<file path="src/xbf_pkg.sv">
package xbf_pkg;

    localparam int unsigned POS_W       = 10;
    localparam int unsigned CRC_W       = 16;
    localparam int unsigned QUEUE_DEPTH = 2;

    localparam logic [7:0]       SOH_BYTE   = 8'h01;
    localparam logic [7:0]       STX_BYTE   = 8'h02;
    localparam logic [CRC_W-1:0] CRC_POLY   = 16'h1021;
    localparam logic [POS_W-1:0] SMALL_LAST = POS_W'(128 - 1);
    localparam logic [POS_W-1:0] LARGE_LAST = POS_W'(1024 - 1);

    typedef struct packed {
        logic             first;
        logic             last;
        logic             stx;
        logic [7:0]       number;
        logic [7:0]       data;
        logic [CRC_W-1:0] crc;
    } t_entry;

    // MSB-first shift of one byte into the CRC register
    function automatic logic [CRC_W-1:0] crc_byte(input logic [CRC_W-1:0] crc,
                                                  input logic [7:0] b);
        logic [CRC_W-1:0] c;
        logic             top;
        c = crc;
        for (int i = 7; i >= 0; i--) begin
            top = c[CRC_W-1];
            c   = {c[CRC_W-2:0], b[i]};
            if (top) begin
                c = c ^ CRC_POLY;
            end
        end
        return c;
    endfunction

endpackage

</file>
<file path="src/xbf_in_if.sv">
interface xbf_in_if;
    logic       valid;
    logic       ready;
    logic [7:0] data_byte;
    logic [7:0] block_number;

    modport source (output valid, output data_byte, output block_number, input ready);
    modport sink   (input valid, input data_byte, input block_number, output ready);
endinterface

</file>
<file path="src/xbf_out_if.sv">
interface xbf_out_if;
    logic       valid;
    logic       ready;
    logic [7:0] out_byte;
    logic       block_end;

    modport source (output valid, output out_byte, output block_end, input ready);
    modport sink   (input valid, input out_byte, input block_end, output ready);
endinterface

</file>
<file path="src/xbf_cfg_if.sv">
interface xbf_cfg_if;
    logic valid;
    logic ready;
    logic block_size_mode;

    modport source (output valid, output block_size_mode, input ready);
    modport sink   (input valid, input block_size_mode, output ready);
endinterface

</file>
<file path="src/xbf_front.sv">
module xbf_front (
    input  logic            i_clk,
    input  logic            i_rst_n,
    xbf_cfg_if.sink         i_cfg,
    xbf_in_if.sink          i_in,
    input  logic            i_q_ready,
    output logic            o_push,
    output xbf_pkg::t_entry o_entry
);

    logic                           r_mode;
    logic [xbf_pkg::POS_W-1:0]      r_pos;
    logic [xbf_pkg::POS_W-1:0]      n_pos;
    logic [xbf_pkg::CRC_W-1:0]      r_crc;
    logic [xbf_pkg::CRC_W-1:0]      n_crc;
    logic [xbf_pkg::CRC_W-1:0]      crc_d;
    logic                           last;

    assign i_cfg.ready = 1'b1;
    assign i_in.ready  = i_q_ready;
    assign o_push      = i_in.valid && i_q_ready;

    assign crc_d = xbf_pkg::crc_byte(r_crc, i_in.data_byte);
    assign last  = r_mode ? (r_pos >= xbf_pkg::LARGE_LAST) : (r_pos >= xbf_pkg::SMALL_LAST);

    always_comb begin
        o_entry.first  = (r_pos == '0);
        o_entry.last   = last;
        o_entry.stx    = r_mode;
        o_entry.number = i_in.block_number;
        o_entry.data   = i_in.data_byte;
        o_entry.crc    = crc_d;
        n_pos = last ? '0 : r_pos + 1'b1;
        n_crc = last ? '0 : crc_d;
    end

    always_ff @(posedge i_clk) begin
        if (!i_rst_n) begin
            r_mode <= 1'b0;
            r_pos  <= '0;
            r_crc  <= '0;
        end else begin
            if (i_cfg.valid) begin
                r_mode <= i_cfg.block_size_mode;
            end
            if (o_push) begin
                r_pos <= n_pos;
                r_crc <= n_crc;
            end
        end
    end

endmodule

</file>
<file path="src/xbf_fifo.sv">
module xbf_fifo #(
    parameter int unsigned DEPTH = xbf_pkg::QUEUE_DEPTH
) (
    input  logic            i_clk,
    input  logic            i_rst_n,
    input  logic            i_push,
    input  xbf_pkg::t_entry i_entry,
    output logic            o_ready,
    input  logic            i_pop,
    output logic            o_valid,
    output xbf_pkg::t_entry o_head
);

    localparam int unsigned PTR_W = $clog2(DEPTH);
    localparam int unsigned CNT_W = $clog2(DEPTH + 1);

    xbf_pkg::t_entry    r_mem [DEPTH];
    logic [PTR_W-1:0]   r_wp;
    logic [PTR_W-1:0]   r_rp;
    logic [CNT_W-1:0]   r_cnt;

    assign o_ready = (r_cnt != CNT_W'(DEPTH));
    assign o_valid = (r_cnt != '0);
    assign o_head  = r_mem[r_rp];

    always_ff @(posedge i_clk) begin
        if (i_push) begin
            r_mem[r_wp] <= i_entry;
        end
    end

    always_ff @(posedge i_clk) begin
        if (!i_rst_n) begin
            r_wp  <= '0;
            r_rp  <= '0;
            r_cnt <= '0;
        end else begin
            if (i_push) begin
                r_wp <= (r_wp == PTR_W'(DEPTH - 1)) ? '0 : r_wp + 1'b1;
            end
            if (i_pop) begin
                r_rp <= (r_rp == PTR_W'(DEPTH - 1)) ? '0 : r_rp + 1'b1;
            end
            if (i_push && !i_pop) begin
                r_cnt <= r_cnt + 1'b1;
            end else if (i_pop && !i_push) begin
                r_cnt <= r_cnt - 1'b1;
            end
        end
    end

    a_cnt_bound: assert property (@(posedge i_clk) disable iff (!i_rst_n)
        r_cnt <= CNT_W'(DEPTH))
        else $error("queue count overflow");

    a_pop_nonempty: assert property (@(posedge i_clk) disable iff (!i_rst_n)
        i_pop |-> r_cnt != '0)
        else $error("pop from empty queue");

    a_push_room: assert property (@(posedge i_clk) disable iff (!i_rst_n)
        i_push |-> r_cnt != CNT_W'(DEPTH))
        else $error("push into full queue");

endmodule

</file>
<file path="src/xbf_back.sv">
module xbf_back (
    input  logic            i_clk,
    input  logic            i_rst_n,
    input  logic            i_q_valid,
    input  xbf_pkg::t_entry i_head,
    output logic            o_pop,
    xbf_out_if.source       o_out
);

    localparam logic [2:0] ST_START = 3'd0;
    localparam logic [2:0] ST_HDR   = 3'd1;
    localparam logic [2:0] ST_NUM   = 3'd2;
    localparam logic [2:0] ST_CMP   = 3'd3;
    localparam logic [2:0] ST_DATA  = 3'd4;
    localparam logic [2:0] ST_HI    = 3'd5;
    localparam logic [2:0] ST_LO    = 3'd6;

    logic [2:0]                  r_ph;
    logic [2:0]                  n_ph;
    logic [2:0]                  cur;
    logic [xbf_pkg::CRC_W-1:0]   r_fcrc;
    logic [xbf_pkg::CRC_W-1:0]   n_fcrc;
    logic [xbf_pkg::CRC_W-1:0]   zs_src;
    logic [xbf_pkg::CRC_W-1:0]   zs;
    logic                        r_ovalid;
    logic [7:0]                  r_obyte;
    logic                        r_oend;
    logic [7:0]                  n_byte;
    logic                        n_end;
    logic                        produce;

    assign o_out.valid     = r_ovalid;
    assign o_out.out_byte  = r_obyte;
    assign o_out.block_end = r_oend;

    assign produce = (!r_ovalid || o_out.ready) && i_q_valid;
    assign cur     = (r_ph == ST_START) ? (i_head.first ? ST_HDR : ST_DATA) : r_ph;

    // one zero byte of the CRC flush per cycle in which an output byte is produced
    assign zs_src = (cur == ST_DATA) ? i_head.crc : r_fcrc;
    assign zs     = xbf_pkg::crc_byte(zs_src, 8'h00);

    always_comb begin
        n_ph   = r_ph;
        n_fcrc = r_fcrc;
        n_byte = i_head.data;
        n_end  = 1'b0;
        o_pop  = 1'b0;
        case (cur)
            ST_HDR: begin
                n_byte = i_head.stx ? xbf_pkg::STX_BYTE : xbf_pkg::SOH_BYTE;
                n_ph   = ST_NUM;
            end
            ST_NUM: begin
                n_byte = i_head.number;
                n_ph   = ST_CMP;
            end
            ST_CMP: begin
                n_byte = ~i_head.number;
                n_ph   = ST_DATA;
            end
            ST_DATA: begin
                n_byte = i_head.data;
                n_fcrc = zs;
                if (i_head.last) begin
                    n_ph = ST_HI;
                end else begin
                    n_ph  = ST_START;
                    o_pop = produce;
                end
            end
            ST_HI: begin
                n_byte = zs[15:8];
                n_fcrc = zs;
                n_ph   = ST_LO;
            end
            ST_LO: begin
                n_byte = r_fcrc[7:0];
                n_end  = 1'b1;
                n_ph   = ST_START;
                o_pop  = produce;
            end
            default: begin
                n_ph = ST_START;
            end
        endcase
    end

    always_ff @(posedge i_clk) begin
        if (!i_rst_n) begin
            r_ph     <= ST_START;
            r_ovalid <= 1'b0;
        end else if (produce) begin
            r_ph     <= n_ph;
            r_ovalid <= 1'b1;
        end else if (o_out.ready) begin
            r_ovalid <= 1'b0;
        end
    end

    always_ff @(posedge i_clk) begin
        if (produce) begin
            r_fcrc  <= n_fcrc;
            r_obyte <= n_byte;
            r_oend  <= n_end;
        end
    end

    a_lo_on_last: assert property (@(posedge i_clk) disable iff (!i_rst_n)
        produce && cur == ST_LO |-> i_head.last)
        else $error("crc trailer on a non-final entry");

    a_hdr_on_first: assert property (@(posedge i_clk) disable iff (!i_rst_n)
        produce && cur == ST_HDR |-> i_head.first)
        else $error("header on a non-first entry");

    a_hi_then_lo: assert property (@(posedge i_clk) disable iff (!i_rst_n)
        produce && cur == ST_HI |=> r_ph == ST_LO)
        else $error("crc high byte not followed by low byte");

endmodule

</file>
<file path="src/xmodem_block_framer_crc16.sv">
// XMODEM/YMODEM block framer. Each accepted payload byte leaves as one output
// byte; the first byte of a block is preceded by SOH (128-byte mode) or STX
// (1024-byte mode), the block number and its complement, and the last byte is
// followed by the CRC-16 (poly 0x1021, init 0) high and low bytes, the low
// byte flagged with block_end. Input is taken at one byte per cycle while the
// small queue between the intake and the output sequencer has room, and the
// sequencer sends one byte per cycle unless the queue is empty or the sink
// stalls, so the output side sets the sustained rate. The user must write
// block_size_mode via the cfg channel only while idle; it is not enforced.
module xmodem_block_framer_crc16 #(
    parameter int unsigned QUEUE_DEPTH = xbf_pkg::QUEUE_DEPTH
) (
    input  logic      i_clk,
    input  logic      i_rst_n,
    xbf_cfg_if.sink   i_cfg,
    xbf_in_if.sink    i_in,
    xbf_out_if.source o_out
);

    logic            q_ready;
    logic            q_valid;
    logic            push;
    logic            pop;
    xbf_pkg::t_entry entry;
    xbf_pkg::t_entry head;

    xbf_front u_front (
        .i_clk     (i_clk),
        .i_rst_n   (i_rst_n),
        .i_cfg     (i_cfg),
        .i_in      (i_in),
        .i_q_ready (q_ready),
        .o_push    (push),
        .o_entry   (entry)
    );

    xbf_fifo #(
        .DEPTH (QUEUE_DEPTH)
    ) u_fifo (
        .i_clk   (i_clk),
        .i_rst_n (i_rst_n),
        .i_push  (push),
        .i_entry (entry),
        .o_ready (q_ready),
        .i_pop   (pop),
        .o_valid (q_valid),
        .o_head  (head)
    );

    xbf_back u_back (
        .i_clk     (i_clk),
        .i_rst_n   (i_rst_n),
        .i_q_valid (q_valid),
        .i_head    (head),
        .o_pop     (pop),
        .o_out     (o_out)
    );

endmodule

</file>
<file path="src/flat_wrapper.sv">
// flat-port wrapper written by rule: the top's interface ports become plain ports
module xmodem_block_framer_crc16_flat 
#(
    parameter int unsigned QUEUE_DEPTH = xbf_pkg::QUEUE_DEPTH
)
  (i_clk, i_rst_n, i_cfg_valid, i_cfg_block_size_mode, i_cfg_ready, i_in_valid, i_in_data_byte, i_in_block_number, i_in_ready, o_out_valid, o_out_out_byte, o_out_block_end, o_out_ready);
  xbf_cfg_if i_cfg_i ();
  xbf_in_if i_in_i ();
  xbf_out_if o_out_i ();
  input  logic i_clk;
  input  logic i_rst_n;
  input wire logic [$bits(i_cfg_i.valid)-1:0] i_cfg_valid;
  input wire logic [$bits(i_cfg_i.block_size_mode)-1:0] i_cfg_block_size_mode;
  output wire logic [$bits(i_cfg_i.ready)-1:0] i_cfg_ready;
  input wire logic [$bits(i_in_i.valid)-1:0] i_in_valid;
  input wire logic [$bits(i_in_i.data_byte)-1:0] i_in_data_byte;
  input wire logic [$bits(i_in_i.block_number)-1:0] i_in_block_number;
  output wire logic [$bits(i_in_i.ready)-1:0] i_in_ready;
  output wire logic [$bits(o_out_i.valid)-1:0] o_out_valid;
  output wire logic [$bits(o_out_i.out_byte)-1:0] o_out_out_byte;
  output wire logic [$bits(o_out_i.block_end)-1:0] o_out_block_end;
  input wire logic [$bits(o_out_i.ready)-1:0] o_out_ready;
  assign i_cfg_i.valid = i_cfg_valid;
  assign i_cfg_i.block_size_mode = i_cfg_block_size_mode;
  assign i_cfg_ready = i_cfg_i.ready;
  assign i_in_i.valid = i_in_valid;
  assign i_in_i.data_byte = i_in_data_byte;
  assign i_in_i.block_number = i_in_block_number;
  assign i_in_ready = i_in_i.ready;
  assign o_out_valid = o_out_i.valid;
  assign o_out_out_byte = o_out_i.out_byte;
  assign o_out_block_end = o_out_i.block_end;
  assign o_out_i.ready = o_out_ready;
  xmodem_block_framer_crc16 #(.QUEUE_DEPTH(QUEUE_DEPTH)) u_core (.i_clk(i_clk), .i_rst_n(i_rst_n), .i_cfg(i_cfg_i), .i_in(i_in_i), .o_out(o_out_i));
endmodule
</file>
<file path="config.mk">
export PLATFORM = sky130hd
export DESIGN_NAME = xmodem_block_framer_crc16_flat
export DESIGN_NICKNAME = d
export VERILOG_FILES = /design/src/xbf_pkg.sv /design/src/xbf_in_if.sv /design/src/xbf_out_if.sv /design/src/xbf_cfg_if.sv /design/src/xbf_front.sv /design/src/xbf_fifo.sv /design/src/xbf_back.sv /design/src/xmodem_block_framer_crc16.sv /design/src/flat_wrapper.sv
export SDC_FILE = /design/constraint.sdc
export NUM_CORES = 1
export LEC_CHECK = 0
export BUFFER_PORTS_ARGS = -buffer_cell sky130_fd_sc_hd__buf_2
export CAP_MARGIN = 20
export CORE_MARGIN = 4
export CORE_UTILIZATION = 40
export CTS_BUF_LIST = sky130_fd_sc_hd__clkbuf_8 sky130_fd_sc_hd__clkbuf_16
export DETAILED_ROUTE_END_ITERATION = 10
export PLACE_DENSITY_LB_ADDON = 0.1
export SETUP_SLACK_MARGIN = 0.1
export SYNTH_ARGS = -nofsm -noshare
export SYNTH_HDL_FRONTEND = slang
export SYNTH_SLANG_ARGS = --single-unit
</file>
<file path="constraint.sdc">
create_clock -name i_clk -period 4.3 [get_ports i_clk]
set_input_delay 0.86 -clock i_clk [delete_from_list [all_inputs] [get_ports i_clk]]
set_output_delay 0.86 -clock i_clk [all_outputs]
set_load 0.01 [all_outputs]
</file>
==> results.py, run 1 <==
metrics = {
    "hold_path": {
        "worstHoldPathCells": 2,
        "hold_path.class": "flip-flop to flip-flop",
    },
    "pwr": {
        "p_sw_uw": 1780,
        "internal_power_uw": 3460,
        "ir_drop_mv": 0.326,
        "power.density_nw_per_um2": 785,
        "p_comb_share_pct": 35.0,
        "p_clk_share_pct": 23.2,
        "seqPwrFrac_pct": 41.8,
        "power_leakage_uw": 0.00240,
        "sw_frac_of_total_pct": 33.9,
    },
    "timing": {
        "worst_pin_slew_ns": 0.894,
        "drv_slew": 0,
        "max_clock_freq_ghz": 0.355,
        "finClkSkew_ns": 0.00671,
        "min_period_ns": 2.81,
        "tns_ns": 0,
        "post-route-period-util_pct": 65.5,
        "rsz0062_at_grt": "false",
        "final-setup-viol-count": 0,
        "relSlewSlack_pct": 40.3,
        "hold_viol": 0,
    },
    "global_routing": {
        "antenna_found_initial": 0,
        "grt_pass1_vias": 3444,
        "grt_max_degree": 41,
        "overflow": 0,
        "track_usage_pct": 14.9,
        "grt_pass1_wl_mm": 18.7,
    },
    "outcome": {
        "status": "complete, no violations",
    },
    "cts": {
        "cts_buffer_depth": 2,
        "holdBufCountCts": 0,
        "h-tree-depth": 4,
        "postCtsSetupBuffers": 0,
        "post_cts_resized": 0,
        "root_buffer": "clkbuf_16",
        "clock_latency_ns": 0.41,
        "cts_made_buffers": 17,
        "clock-sinks": 131,
        "clkTransAtPathRegs_ns": 0.05,
        "cts_tree": "yes",
    },
    "yosys": {
        "synth_warnings": 0,
        "ys.flop_type": "edfxtp_1",
        "ys_seq_area_share_pct": 61.2,
        "syn_nets": 491,
        "synthArstFlopShare_pct": 0,
        "yosys.cell_types.count": 52,
        "syn_area_um2": 5840,
        "ys_ff_latch": 131,
        "postSynthCellCount": 466,
        "syn_area_per_cell_um2": 12.5,
        "synth_edf_count": 95,
    },
    "floorplanning": {
        "coreArea_um2": 14100,
        "initial_core_util_pct": 41.4,
        "fp.dieW_um": 129,
        "die_y_um": 129,
        "die_area_um2": 16600,
        "ioPinCount": 34,
        "rows": 43,
    },
    "final_layout": {
        "seq_area_um2": 3570,
        "drive_gt1_share_pct": 14.6,
        "stdcell_count": 693,
        "antenna_cells": 0,
        "final_cell_mix": "edfxtp_1, nor2_1, xnor2_1",
        "area_growth_syn_to_layout_pct": 14.3,
        "multi_input_area_um2": 2140,
        "fillers": 1277,
        "layout.nets": 525,
        "final_common_cell": "edfxtp_1",
    },
    "placed_design": {
        "place.gp.congestion": 0.774,
        "port_buffers": 32,
        "post-dp-hpwl_mm": 8.19,
        "place_inst": 661,
    },
    "drt": {
        "drt_iter0_markers": 153,
        "drtPass1Iterations": 4,
        "vias_per_cell": 5.03,
        "ant_nets": 0,
        "via_count": 3487,
        "wirelength_mm": 11.6,
        "wire_per_inst_um": 16.8,
        "drc": 0,
    },
    "setup_path": {
        "startpoint": "u_core.u_back.r_ph[0]",
        "r2r_slack_ns": 1.49,
        "rr_endpoint": "u_core.u_fifo.r_cnt[1]",
        "r2r_start": "u_core.u_back.r_ph[0]",
        "cp_max_fo": 31,
        "cp.arrival_ns": 3.14,
        "reg2reg_depth": 7,
        "critPathCaptureType": "flip-flop",
        "cp.required_ns": 4.63,
        "crit_type": "flip-flop to flip-flop",
        "cp-endpoint": "u_core.u_fifo.r_cnt[1]",
        "worstSetupStartpointType": "flip-flop",
    },
    "flow_run": {
        "maxCapViolCount": 0,
    },
}
-- cells in the mapped netlist, drive strengths merged, types with 2 or more instances --
| library cell | instances | area, um^2 |
|---|---|---|
| or2 | 2 | 12.5 |
| nand2 | 34 | 128 |
| nor2b | 5 | 31.3 |
| and2 | 2 | 12.5 |
| a21boi | 2 | 15.0 |
| nand4 | 2 | 12.5 |
| o21a | 2 | 15.0 |
| nand3b | 2 | 15.0 |
| nor3 | 12 | 60.1 |
| nor2 | 44 | 165 |
| ha | 3 | 37.5 |
| and3 | 4 | 25.0 |
| xor2 | 36 | 315 |
| clkbuf | 7 | 26.3 |
| edfxtp | 95 | 2850 |
| nor3b | 3 | 22.5 |
| dfxtp | 36 | 721 |
| a211o | 4 | 35.0 |
| nor4 | 2 | 12.5 |
| nand3 | 3 | 15.0 |
| xnor2 | 42 | 368 |
| a21oi | 22 | 110 |
| buf | 15 | 87.6 |
| o22ai | 10 | 62.6 |
| o21ai | 11 | 70.1 |
| a221o | 2 | 20.0 |
| inv | 6 | 22.5 |
| nand2b | 3 | 18.8 |
| a211oi | 6 | 45.0 |
| mux2i | 35 | 383 |
-- cell families after synthesis --
group                    after synthesis  synth area share (%)
AO/OA/AOI/OAI                         66                  7.50
XOR/XNOR                              78                  11.7
adder cells (fa/ha/maj)                3                 0.643
buffers and inverters                 28                  2.34
flip-flops                           131                  61.2
multiplexers                          36                  6.75
other                                  1                0.0642
AND/OR/NAND/NOR                      123                  9.81
-- area by class of cell --
| cell class | instances | area share [%] |
|---|---|---|
| inverter | 6 | 0.338 |
| multi-input combinational | 307 | 32.1 |
| sequential | 131 | 53.6 |
| tap | 180 | 3.38 |
| timing repair buffer | 37 | 2.96 |
| clock inverter | 13 | 0.844 |
| clock buffer | 19 | 6.79 |
-- metrics by stage --
stage	setup slack, ns	hold WS [ns]	cell area, um^2	util [%]	power (uW)
floorplan	1.25	0.448	5840	-	3600
finish	1.49	0.467	6670	47.3	5240
CTS	1.46	0.470	6670	47.3	5320
global route	1.19	0.479	6670	47.3	5590
global placement	1.38	0.454	6160	43.7	4050
detailed placement	1.34	0.463	6160	43.7	4080
-- sequential cells by signal, indices dropped and copies added (netlist names), named ones only --
signal and cells:
u_core.u_fifo.r_mem 70, u_core.u_back.r_fcrc 16, u_core.u_front.r_crc 16, u_core.u_front.r_pos 10, u_core.u_back.o_out.out_byte 8, u_core.u_back.r_ph 3
u_core.u_fifo.r_cnt 2, u_core.u_back.o_out.block_end 1, u_core.u_back.o_out.valid 1, u_core.u_fifo.r_rp 1, u_core.u_fifo.r_wp 1, u_core.u_front.r_mode 1
-- power by group through the flow --
stage	clock (uW)	sequential [uW]	combinational, uW
2_1_floorplan	0	2140	1460
3_3_place_gp	0	2210	1840
3_5_place_dp	0	2220	1860
4_1_cts	1250	2190	1870
5_1_grt	1310	2240	2040
6_report	1220	2190	1830
-- worst min-delay path by stage --
stage	start	to	slack, ns
after global placement	u_core.u_front.r_crc[1]	u_core.u_front.r_crc[1]	0.45
after detailed placement	u_core.u_front.r_crc[8]	u_core.u_front.r_crc[8]	0.46
after floorplan	u_core.u_front.r_crc[1]	u_core.u_front.r_crc[1]	0.45
after CTS	u_core.u_front.r_crc[8]	u_core.u_front.r_crc[8]	0.47
after global routing	u_core.u_front.r_crc[8]	u_core.u_front.r_crc[8]	0.48
final	u_core.u_front.r_crc[8]	u_core.u_front.r_crc[8]	0.47
-- metal layers --
layer | GRT usage [%] | up-vias | wire length (um) | part of all wire (%)
li1 | - | 1736 | - | -
met1 | 21.0 | 1686 | 5700 | 49
met2 | 22.1 | 52 | 5220 | 45
met3 | 3.90 | 13 | 504 | 4.3
met4 | 5.93 | 0 | 188 | 1.6
met5 | 0 | - | 0 | 0
-- worst max-delay path: stages, from the launching register on --
cell and delay, ns:
dfxtp_1 0.90, nor2_1 0.25, o21ai_4 0.38, nor2b_1 0.12
o21ai_2 0.23, ha_1 0.30, or3_1 0.37, a21boi_0 0.18
Note: power is estimated with default switching activity, not from simulation.
==> inputs of run 2 (changes only) <==
--- a/config.mk
+++ b/config.mk
@@ -5,6 +5,7 @@
 export SDC_FILE = /design/constraint.sdc
 export NUM_CORES = 1
 export LEC_CHECK = 0
+export ABC_AREA = 1
 export BUFFER_PORTS_ARGS = -buffer_cell sky130_fd_sc_hd__buf_2
 export CAP_MARGIN = 20
 export CORE_MARGIN = 4
==> constraint.sdc (replaced) <==
create_clock -name i_clk -period 2.4 [get_ports i_clk]
set_input_delay 0.48 -clock i_clk [delete_from_list [all_inputs] [get_ports i_clk]]
set_output_delay 0.48 -clock i_clk [all_outputs]
set_load 0.01 [all_outputs]
==> run 2 against run 1 <==
  * Largest cell class unchanged
  * Final area grew 4.3%
  * Global-route usage grew 1.9 points
  * Highest routed layer unchanged
  * Register-to-register slack lost 1.2 ns
  * Utilization grew 0.53 points
  * Cell count grew 24%
==> results.py, run 2 <==
metrics = {
    "final_layout": {
        "layout.nets": 690,
        "antenna_cells": 0,
        "top_register": "u_core.u_fifo.r_mem",
        "largest_reg_flops": 70,
        "final_cell_mix": "nand2_1, edfxtp_1, inv_1, nor2_1, dfxtp_1",
        "seq_area_um2": 3570,
        "final_common_cell": "nand2_1",
        "top_regs": "u_core.u_fifo.r_mem x70, u_core.u_back.r_fcrc x16, u_core.u_front.r_crc x16",
        "stdcell_count": 862,
        "drive_gt1_share_pct": 14.7,
        "area_growth_syn_to_layout_pct": 17.3,
        "fillers": 1407,
        "multi_input_area_um2": 2070,
    },
    "cts": {
        "cts_made_buffers": 17,
        "holdBufCountCts": 0,
        "h-tree-depth": 4,
        "clock_latency_ns": 0.42,
        "clock-sinks": 131,
        "post_cts_resized": 0,
        "cts_tree": "yes",
        "postCtsSetupBuffers": 0,
        "clkTransAtPathRegs_ns": 0.05,
        "cts_buffer_depth": 2,
        "root_buffer": "clkbuf_16",
    },
    "floorplanning": {
        "fp.dieW_um": 130,
        "coreArea_um2": 14500,
        "ioPinCount": 34,
        "die_area_um2": 16800,
        "rows": 44,
        "die_y_um": 130,
        "initial_core_util_pct": 40.8,
    },
    "global_routing": {
        "track_usage_pct": 16.9,
        "grt_pass1_vias": 4139,
        "grt_pass1_wl_mm": 21.2,
        "antenna_found_initial": 0,
        "overflow": 0,
        "grt_max_degree": 35,
    },
    "yosys": {
        "netlist_top_cells_area": "edfxtp_1, dfxtp_1, nand2_1, nor2_1, inv_1",
        "synth_top_area_cell": "edfxtp_1",
        "synth_compound_area_share_pct": 5.93,
        "synthSimpleGateAreaFrac_pct": 22.1,
        "yosysMostFrequentCell": "nand2_1",
        "yosys-top-cells-count": "nand2_1, edfxtp_1, nor2_1",
        "syn_area_per_cell_um2": 9.64,
        "postSynthCellCount": 615,
        "synth_fa_ha_area_share_pct": 0.633,
        "synth_edf_count": 95,
        "ys_ff_latch": 131,
        "ys.flop_type": "edfxtp_1",
        "synth_top_family_by_area": "simple AND/OR/NAND/NOR gates",
        "yosys.area_share.xor_xnor_pct": 4.43,
        "synthArstFlopShare_pct": 0,
        "synth_warnings": 0,
        "yosys.cell_types.count": 43,
        "syn_area_um2": 5930,
        "syn_nets": 640,
        "yosysTopAreaCellShare_pct": 48.1,
        "ys_seq_area_share_pct": 60.3,
        "synth_mux_area_share_pct": 1.35,
    },
    "pwr": {
        "power_leakage_uw": 0.00289,
        "power.density_nw_per_um2": 1550,
        "ir_drop_mv": 0.556,
    },
    "timing": {
        "max_clock_freq_ghz": 0.477,
        "post-route-period-util_pct": 87.3,
        "hold_viol": 0,
        "rsz0062_at_grt": "false",
        "drv_slew": 0,
        "worst_pin_slew_ns": 0.459,
        "relSlewSlack_pct": 68.5,
        "finClkSkew_ns": 0.0102,
        "final-setup-viol-count": 0,
        "tns_ns": 0,
        "min_period_ns": 2.10,
    },
    "drt": {
        "drt_iter0_markers": 287,
        "drtPass1Iterations": 4,
        "ant_nets": 0,
        "via_count": 4290,
        "vias_per_cell": 4.98,
        "drc": 0,
        "wirelength_mm": 13.3,
        "wire_per_inst_um": 15.4,
    },
    "placed_design": {
        "place.gp.congestion": 0.872,
        "port_buffers": 32,
        "post-dp-hpwl_mm": 9.50,
        "place_inst": 830,
    },
    "setup_path": {
        "cp.arrival_ns": 2.26,
        "worstSetupStartpointType": "flip-flop",
        "crit_type": "flip-flop to flip-flop",
        "cp_max_fo": 31,
        "critPathCaptureType": "flip-flop",
        "cp.required_ns": 2.56,
    },
    "outcome": {
        "status": "complete, no violations",
    },
    "flow_run": {
        "maxCapViolCount": 0,
    },
    "hold_path": {
        "hold_path.class": "input pin to flip-flop",
    },
}
run 2: logic make-up after synthesis:
kind of cell	count (synthesis)
compound gates	59
xor+xnor	30
fa+ha+maj	3
buf+inv	73
flops	131
mux	8
other cells	1
simple gates	310
run 2: power breakdown:
part | switching, uW | internal (uW) | total (uW)
registers | 283 | 3490 | 3780
logic | 3020 | 1520 | 4530
clock network | 943 | 1520 | 2460
run 2: layout make-up:
type / count / share of cell area (%)
clock buffers: 20 / 6.87
clock inverters: 12 / 1.29
inverters: 57 / 3.11
multi-input cells: 411 / 29.8
flip-flops and latches: 131 / 51.4
well taps: 184 / 3.31
repair buffers: 47 / 4.28
run 2: path summary, 6_finish.rpt:
check	startpoint	endpoint	slack, ns	cells after the start
setup reg to reg	u_core.u_back.r_ph[2]	u_core.u_back.r_fcrc[7]	0.30	13
hold reg to reg	u_core.u_front.r_mode	u_core.u_fifo.r_mem[1][32]	0.46	0
hold / removal	i_in_block_number[0]	u_core.u_fifo.r_mem[1][24]	0.25	1
setup / recovery	u_core.u_back.r_ph[2]	u_core.u_back.r_fcrc[7]	0.30	13
run 2: layer usage:
layer	track usage (%)	vias to the layer above	wire length [um]	share of wire, %
met5	0	-	0	0
met3	4.83	24	588	4.4
met2	25.2	85	6020	45
li1	-	2142	-	-
met1	23.0	2039	6360	48
met4	7.27	0	328	2.5
run 2: through the flow:
step	instance area, um^2	total power, uW	worst slack, ns	hold WS, ns	util, %
after global routing	6960	11600	0.110	0.229	47.9
after floorplan	5950	7070	0.129	0.425	-
after CTS	6960	10800	0.327	0.231	47.9
after detailed placement	6390	8380	0.343	0.445	44.0
after global placement	6390	8260	0.356	0.437	44.0
final	6960	10800	0.304	0.253	47.9
run 2: worst max-delay path, stage by stage (launching register included):
cell     delay (ns)
dfxtp_1        0.39
inv_2          0.08
nand2_1        0.06
nor2_1         0.04
nand2_2        0.10
nand2_4        0.09
nand2_4        0.07
buf_4          0.29
nand2_1        0.10
o21ai_2        0.13
inv_1          0.11
nand2_1        0.09
nand2_1        0.10
xor2_1         0.16
==> inputs of run 3 (changes only) <==
--- a/config.mk
+++ b/config.mk
@@ -6,12 +6,12 @@
 export NUM_CORES = 1
 export LEC_CHECK = 0
 export ABC_AREA = 1
-export BUFFER_PORTS_ARGS = -buffer_cell sky130_fd_sc_hd__buf_2
 export CAP_MARGIN = 20
 export CORE_MARGIN = 4
 export CORE_UTILIZATION = 40
 export CTS_BUF_LIST = sky130_fd_sc_hd__clkbuf_8 sky130_fd_sc_hd__clkbuf_16
 export DETAILED_ROUTE_END_ITERATION = 10
+export DONT_BUFFER_PORTS = 1
 export PLACE_DENSITY_LB_ADDON = 0.1
 export SETUP_SLACK_MARGIN = 0.1
 export SYNTH_ARGS = -nofsm -noshare
==> run 3 against run 2 <==
  * Clock power barely moved
  * Worst setup slack improved by 0.073 ns
  * First-iteration DRC count rose by 22%
  * Die area did not move
  * Clock-buffer cell count fell by 3
  * Routed wire length fell by 4.1%
  * Largest cell class unchanged
  * Sequential share of layout area rose by 1.2 points
==> results.py, run 3 (same netlist as run 2, synthesis figures left out) <==
metrics = {
    "final_layout": {
        "largest_reg_flops": 70,
        "multi_input_area_um2": 2070,
        "final_cell_mix": "nand2_1, edfxtp_1, nor2_1",
        "seq_area_um2": 3570,
        "antenna_cells": 0,
        "layout.nets": 660,
        "drive_gt1_share_pct": 11.3,
        "area_growth_syn_to_layout_pct": 14.8,
        "final_common_cell": "nand2_1",
        "top_register": "u_core.u_fifo.r_mem",
        "fillers": 1373,
        "top_regs": "u_core.u_fifo.r_mem x70, u_core.u_back.r_fcrc x16, u_core.u_front.r_crc x16",
    },
    "setup_path": {
        "r2r_slack_ns": 0.38,
        "cp.arrival_ns": 2.30,
        "critPathCaptureType": "flip-flop",
        "cp.required_ns": 2.67,
        "r2r_start": "u_core.u_back.r_ph[2]",
        "cp_max_fo": 36,
        "crit_type": "flip-flop to flip-flop",
        "rr_endpoint": "u_core.u_back.o_out.out_byte[4]",
        "worstSetupStartpointType": "flip-flop",
        "reg2reg_depth": 14,
    },
    "timing": {
        "rsz0062_at_grt": "false",
        "hold_viol": 0,
        "tns_ns": 0,
        "finClkSkew_ns": 0.0107,
        "post-route-period-util_pct": 84.3,
        "final-setup-viol-count": 0,
        "min_period_ns": 2.02,
        "drv_slew": 0,
        "max_clock_freq_ghz": 0.494,
    },
    "cts": {
        "cts_made_buffers": 17,
        "cts_tree": "yes",
        "h-tree-depth": 4,
        "clkTransAtPathRegs_ns": 0.06,
        "clock-sinks": 131,
        "clock_latency_ns": 0.42,
        "postCtsSetupBuffers": 0,
        "cts_buffer_depth": 2,
        "root_buffer": "clkbuf_16",
    },
    "pwr": {
        "power_leakage_uw": 0.00275,
        "power.total_uw": 10700,
        "power.density_nw_per_um2": 1570,
        "ir_drop_mv": 0.623,
    },
    "hold_path": {
        "worstHoldPathCells": 0,
        "hold_path.class": "input pin to flip-flop",
        "hold_path_end": "u_core.u_fifo.r_mem[0][25]",
        "worst_hold_startpoint": "i_in_block_number[1]",
    },
    "placed_design": {
        "port_buffers": 0,
        "post-dp-hpwl_mm": 9.27,
        "place.gp.congestion": 0.809,
    },
    "global_routing": {
        "antenna_found_initial": 0,
        "grt_pass1_vias": 4071,
        "overflow": 0,
        "track_usage_pct": 16.7,
        "grt_max_degree": 37,
        "grt_pass1_wl_mm": 21.2,
    },
    "floorplanning": {
        "initial_core_util_pct": 40.8,
        "die_y_um": 130,
        "rows": 44,
        "fp.dieW_um": 130,
        "coreArea_um2": 14500,
        "ioPinCount": 34,
        "die_area_um2": 16800,
    },
    "drt": {
        "drtPass1Iterations": 4,
        "wirelength_mm": 12.8,
        "vias_per_cell": 4.87,
        "via_count": 4052,
        "ant_nets": 0,
        "wire_per_inst_um": 15.3,
        "drt_iter0_markers": 351,
        "drc": 0,
    },
    "flow_run": {
        "maxCapViolCount": 0,
    },
    "outcome": {
        "status": "complete, no violations",
    },
}
-- run 3: cell count changes in the layout (fill, tap and decap cells not counted), sizes merged --
cell	change
clkinvlp	+2
clkinv	+2
bufinv	+1
clkbuf	-3
inv	-2
buf	-30
-- run 3: metrics by stage --
step	setup slack [ns]	hold WS, ns	instance area (um^2)	std cells	utilization (%)
5_1_grt	0.132	0.130	6800	832	46.8
4_1_cts	0.337	0.136	6800	832	46.8
6_report	0.377	0.157	6800	832	46.8
3_3_place_gp	0.405	0.440	6230	800	42.9
3_5_place_dp	0.347	0.442	6230	800	42.9
2_1_floorplan	0.129	0.425	5950	615	-
-- run 3: layer usage --
metal / share of wire (%) / vias up / routed length (um) / track usage (%)
met5: 0 / - / 0 / 0
met4: 1.8 / 0 / 235 / 6.60
met3: 3.9 / 16 / 495 / 5.28
met2: 46 / 67 / 5870 / 25.6
met1: 48 / 1888 / 6160 / 22.1
li1: - / 2081 / - / -
-- run 3: worst max-delay path by stage --
stage,endpoint,cells past startpoint,slack [ns],from
2_1_floorplan,u_core.u_fifo.r_mem[1][0],5,0.13,i_in_valid
3_3_place_gp,u_core.u_fifo.r_cnt[1],15,0.40,u_core.u_back.r_ph[2]
3_5_place_dp,u_core.u_fifo.r_cnt[1],15,0.35,u_core.u_back.r_ph[2]
4_1_cts,u_core.u_fifo.r_cnt[1],15,0.34,u_core.u_back.r_ph[2]
5_1_grt,u_core.u_fifo.r_cnt[1],15,0.13,u_core.u_back.r_ph[2]
6_report,u_core.u_back.o_out.out_byte[4],14,0.38,u_core.u_back.r_ph[2]
-- run 3: power breakdown --
part | switching [uW] | leakage [uW] | internal, uW
clock network | 958 | 0.000273 | 1510
registers | 321 | 0.00119 | 3500
logic | 2930 | 0.00129 | 1480
total | 4210 | 0.00275 | 6490
-- run 3: area by class of cell --
type	instances	share of cell area [%]
clock inverters	15	2.11
inverters	57	3.18
flip-flops and latches	131	52.5
repair buffers	17	2.06
multi-input cells	411	30.5
well taps	184	3.38
clock buffers	17	6.25
-- run 3: worst max-delay path: stages (launching register included) --
cell     delay (ns)
dfxtp_1        0.33
inv_2          0.10
nand2_1        0.05
nor2_1         0.12
nand2_2        0.10
nand2_4        0.10
nand2_4        0.06
buf_12         0.17
o21ai_0        0.32
nand2_1        0.11
nand2_2        0.11
nand2_1        0.05
nand2_1        0.09
nand2_1        0.06
nand2_1        0.10
-- run 3: timing repair --
action / 4_1_cts / 5_1_grt
hold buffers: 0 / 0
endpoints found under the setup margin: 0 / 1
resized for setup: 0 / 3
